**config.mk**
```make
export PLATFORM = sky130hd
export DESIGN_NAME = dmpid_cfg
export DESIGN_NICKNAME = d
export VERILOG_FILES = /design/src/sv/dmpid_pkg.sv /design/src/sv/dmpid_cfg.sv
export SDC_FILE = /design/constraint.sdc
export NUM_CORES = 1
export LEC_CHECK = 0
export BUFFER_PORTS_ARGS = -buffer_cell sky130_fd_sc_hd__buf_2
export CORE_ASPECT_RATIO = 2
export CORE_MARGIN = 2
export CORE_UTILIZATION = 30
export DETAILED_ROUTE_END_ITERATION = 7
export GPL_TIMING_DRIVEN = 0
export PLACE_DENSITY = 0.66
export REMOVE_ABC_BUFFERS = 1
export SLEW_MARGIN = 0
export SYNTH_ARGS = -nofsm -noshare
export SYNTH_HDL_FRONTEND = slang
export SYNTH_SLANG_ARGS = --single-unit
```
**constraint.sdc**
```tcl
create_clock -name aclk -period 2 [get_ports aclk]
set_input_delay 0.5 -clock aclk [delete_from_list [all_inputs] [get_ports aclk]]
set_output_delay 0.5 -clock aclk [all_outputs]
set_load 0.05 [all_outputs]
```
**src/sv/dmpid_pkg.sv**
```systemverilog
// Shared types and constants for the dual-mode PID controller.
package dmpid_pkg;

    // Configuration register map: register i lies at byte address 4*i.
    localparam int CFG_ADDR_W = 5;
    localparam int CFG_IDX_W  = 3;

    typedef enum logic [CFG_IDX_W-1:0] {
        REG_MODE      = 3'd0,
        REG_KP        = 3'd1,
        REG_KI        = 3'd2,
        REG_KD        = 3'd3,
        REG_MAX_OUT   = 3'd4,
        REG_MAX_INTEG = 3'd5
    } reg_idx_t;

    // Controller modes.
    localparam logic MODE_POSITIONAL  = 1'b0;
    localparam logic MODE_INCREMENTAL = 1'b1;

    // Input operation codes.
    localparam logic OP_STEP  = 1'b0;
    localparam logic OP_CLEAR = 1'b1;

    // Reset value of both clamp magnitudes.
    localparam logic [30:0] CLAMP_RESET = 31'h7fff_ffff;

    // Signed 32-bit saturation limits, in the 33-bit form the clamp takes.
    localparam logic signed [32:0] SAT_HI = 33'sh0_7fff_ffff;
    localparam logic signed [32:0] SAT_LO = -33'sh0_8000_0000;

    // Register values as seen by the datapath.
    typedef struct packed {
        logic        mode;
        logic [31:0] kp;
        logic [31:0] ki;
        logic [31:0] kd;
        logic [30:0] max_out;
        logic [30:0] max_integ;
    } cfg_t;

endpackage

```
**src/sv/dmpid_cfg.sv**
```systemverilog
// APB register file holding the mode, gains and clamp magnitudes.
module dmpid_cfg (
    input  logic                              aclk,
    input  logic                              aresetn,
    input  logic                              psel,
    input  logic                              penable,
    input  logic                              pwrite,
    input  logic [dmpid_pkg::CFG_ADDR_W-1:0]  paddr,
    input  logic [31:0]                       pwdata,
    output logic [31:0]                       prdata,
    output logic                              pready,
    output dmpid_pkg::cfg_t                   cfg
);
    import dmpid_pkg::*;

    cfg_t     cfg_reg;
    reg_idx_t idx;
    logic     wr_en;

    assign pready = 1'b1;
    assign idx    = reg_idx_t'(paddr[CFG_ADDR_W-1:2]);
    assign wr_en  = psel && penable && pwrite;
    assign cfg    = cfg_reg;

    // Register writes in the access phase.
    always_ff @(posedge aclk) begin
        if (!aresetn) begin
            cfg_reg.mode      <= MODE_POSITIONAL;
            cfg_reg.kp        <= '0;
            cfg_reg.ki        <= '0;
            cfg_reg.kd        <= '0;
            cfg_reg.max_out   <= CLAMP_RESET;
            cfg_reg.max_integ <= CLAMP_RESET;
        end else if (wr_en) begin
            unique case (idx)
                REG_MODE:      cfg_reg.mode      <= pwdata[0];
                REG_KP:        cfg_reg.kp        <= pwdata;
                REG_KI:        cfg_reg.ki        <= pwdata;
                REG_KD:        cfg_reg.kd        <= pwdata;
                REG_MAX_OUT:   cfg_reg.max_out   <= pwdata[30:0];
                REG_MAX_INTEG: cfg_reg.max_integ <= pwdata[30:0];
                default: ;
            endcase
        end
    end

    // Read-back mux.
    always_comb begin
        unique case (idx)
            REG_MODE:      prdata = {31'd0, cfg_reg.mode};
            REG_KP:        prdata = cfg_reg.kp;
            REG_KI:        prdata = cfg_reg.ki;
            REG_KD:        prdata = cfg_reg.kd;
            REG_MAX_OUT:   prdata = {1'b0, cfg_reg.max_out};
            REG_MAX_INTEG: prdata = {1'b0, cfg_reg.max_integ};
            default:       prdata = '0;
        endcase
    end

endmodule

```
==> metrics.yaml <==
drt:
  remaining_drc_errors: 0
  vias: 6551
  via_per_inst: 5.30
  drt_iter0_drc: 358
  wl_mm: 26.2
  first_pass_iters: 7
  wire_per_inst_um: 21.2
  detail-route-antenna-nets: 0
pwr:
  power_per_cell_area_mw_per_mm2: 752
  peakVddDrop_uv: 540
  power_uw: 7280
  p_leak_uw: 0.00397
clock_network:
  cts_made_buffers: 17
  tritoncts: "yes"
  path_clk_slew_ns: 0.06
  cts-root-buf: "clkbuf_16"
  clock_path_buffers: 2
  cts_hold_buf: 0
  cts_sinks: 159
  htreeDepth: 4
  clock_latency_ns: 0.44
placed_design:
  dp.final_hpwl_mm: 16.2
  placedInstanceArea_mm2: 0.00843
  numPortBuffers: 230
  finalWeightedCongestion: 0.780
  dpl.cell_count: 1180
finish:
  largest_reg_flops: 159
  stdcell_count: 1237
  nets: 981
  final_area_mm2: 0.00968
  fillCellCount: 2285
  seqCellArea_mm2: 0.00319
  area_growth_pct: 37.5
  final_layout_size_suffix_gt1_share_pct: 33.5
  multi_input_area_mm2: 0.00343
  utilization_pct: 41.9
outcome:
  violations: "negative setup slack"
  status: "finished with violations"
setup_path:
  endpoint_kind: "primary output"
  critPathLaunch: "paddr[3]"
  cp_max_fo: 13
  r2r_slack_ns: 1.29
  cp-start-kind: "input pin"
  setup.worst_path.class: "in2out"
  reg2regPathDepth: 2
  critPathRequiredTime_ns: 1.50
  timing.rr.start: "cfg[85]"
  arrival_ns: 1.68
timing:
  period_minus_slack_ns: 2.18
  hold_slack_ns: 0.333
  hold_viol: 0
  tightest_slew_ns: 0.709
  rsz0062_at_grt: "yes"
  finalSetupViolCount: 31
  max_freq_ghz: 0.458
  fin_skew_ns: 0
  finalCritPeriodShare_pct: 109
  max_slew_margin_pct: 52.7
  slew_viol_final: 0
  worst_slack_ns: -0.184
yosys:
  synth.largest_area_cell: "dfxtp_1"
  async_flop_share_pct: 0
  synth_edf_count: 0
  ys_warn_count: 0
  synth_common_cells: "dfxtp_1, nand2_1, mux2i_1, o21ai_0, clkbuf_1"
  ys_seq_elements: 159
  ys_types: 37
  netlist_top_cells_area: "dfxtp_1, mux2i_1, nand2_1"
  synthCells: 728
  yosysSeqAreaShare_pct: 45.2
  synth_ff_type: "dfxtp_1"
  synth.most_common_cell: "dfxtp_1"
  syn_avg_cell_area_um2: 9.67
  yosysTopAreaCellShare_pct: 45.2
  synth.cell_area_mm2: 0.00704
min_path:
  hold_path_startpoint: "paddr[3]"
  hold_path_class: "in2reg"
  holdPathStages: 2
floorplanning:
  die_w_um: 112
  fp.coreArea_mm2: 0.0231
  initial_core_util_pct: 30.4
  num_io_pins: 234
  die_h_um: 221
  rows: 79
  die-area_mm2: 0.0248
grt:
  grt_antenna_before_repair: 2
  grt_usage_pct: 20.1
  grt_pass1_wl_mm: 37.6
  grt_max_degree: 126
  grt-ovfl-total: 0
  grt_pass1_vias: 6384
flow_run:
  drv_cap: 0
-- metrics by stage --
step / setup TNS [ns] / setup WS, ns
final: -4.91 / -0.184
after CTS: -4.47 / -0.175
after detailed placement: -336.79 / -2.66
after floorplan: -222.00 / -2.06
after global routing: -6.54 / -0.241
after global placement: -679.25 / -4.10
-- metal layers --
layer  track usage [%]  vias to the layer above  routed length [um]
met1              21.2                     3216                9870
li1                  -                     3067                   -
met2              36.9                      211               14300
met5                 0                        -                   0
met4              10.8                        0                1070
met3              4.35                       57                 928
-- path summary, 6_finish.rpt --
kind,end
hold / removal,cfg[158]
setup reg to reg,cfg[85]
setup / recovery,prdata[21]
hold reg to reg,cfg[96]
-- final cells by class --
| type | count | area share, % |
|---|---|---|
| diodes | 2 | 0.0517 |
| clock buffers | 22 | 4.79 |
| clock inverters | 10 | 0.918 |
| inverters | 33 | 1.28 |
| multi-input cells | 464 | 35.4 |
| flip-flops and latches | 159 | 32.9 |
| well taps | 283 | 3.66 |
| repair buffers | 264 | 21.0 |
-- logic make-up (layout without fill, tap and decap cells) --
group / after synthesis / in the layout / synth area share [%]
flip-flops: 159 / 159 / 45.2
buffers and inverters: 107 / 329 / 7.52
other: 1 / 3 / 0.0533
AO/OA/AOI/OAI: 189 / 189 / 20.0
multiplexers: 129 / 129 / 18.5
AND/OR/NAND/NOR: 143 / 145 / 8.67
-- placed cells by master, fill, tap and decap left out, types with 2 or more instances in the layout --
cell,count
a221o_1,29
buf_12,11
buf_16,6
buf_2,194
buf_4,7
buf_6,35
buf_8,6
bufbuf_16,2
clkbuf_1,3
clkbuf_16,20
clkbuf_8,2
clkinv_2,4
clkinvlp_4,4
dfxtp_1,156
dfxtp_2,3
diode_2,2
inv_1,31
inv_2,2
mux2i_1,127
nand2_1,129
nand2b_2,2
nand2b_4,2
nor2_4,3
nor3_4,2
o211ai_1,31
o21ai_0,36
o21ai_1,26
o2bb2ai_1,26
o2bb2ai_2,3
o311ai_1,32
-- what timing repair did --
| item | 4_1_cts | 5_1_grt |
|---|---|---|
| pin swaps | 6 | 2 |
| gates resized for setup | 81 | 20 |
| gates cloned | 5 | 3 |
| setup buffers | 15 | 1 |
| setup endpoints to repair | 190 | 36 |
-- worst max-delay path, stage by stage --
cell	delay [ns]
buf_12	0.13
nor3b_4	0.16
buf_12	0.15
clkbuf_16	0.17
o2bb2ai_1	0.12
a221o_1	0.28
buf_6	0.16
-- power breakdown --
group	switching [uW]	internal, uW
clock network	1350	1770
registers	26.6	3200
logic	625	315
total	2000	5280
Note: power is estimated with default switching activity, not from simulation.
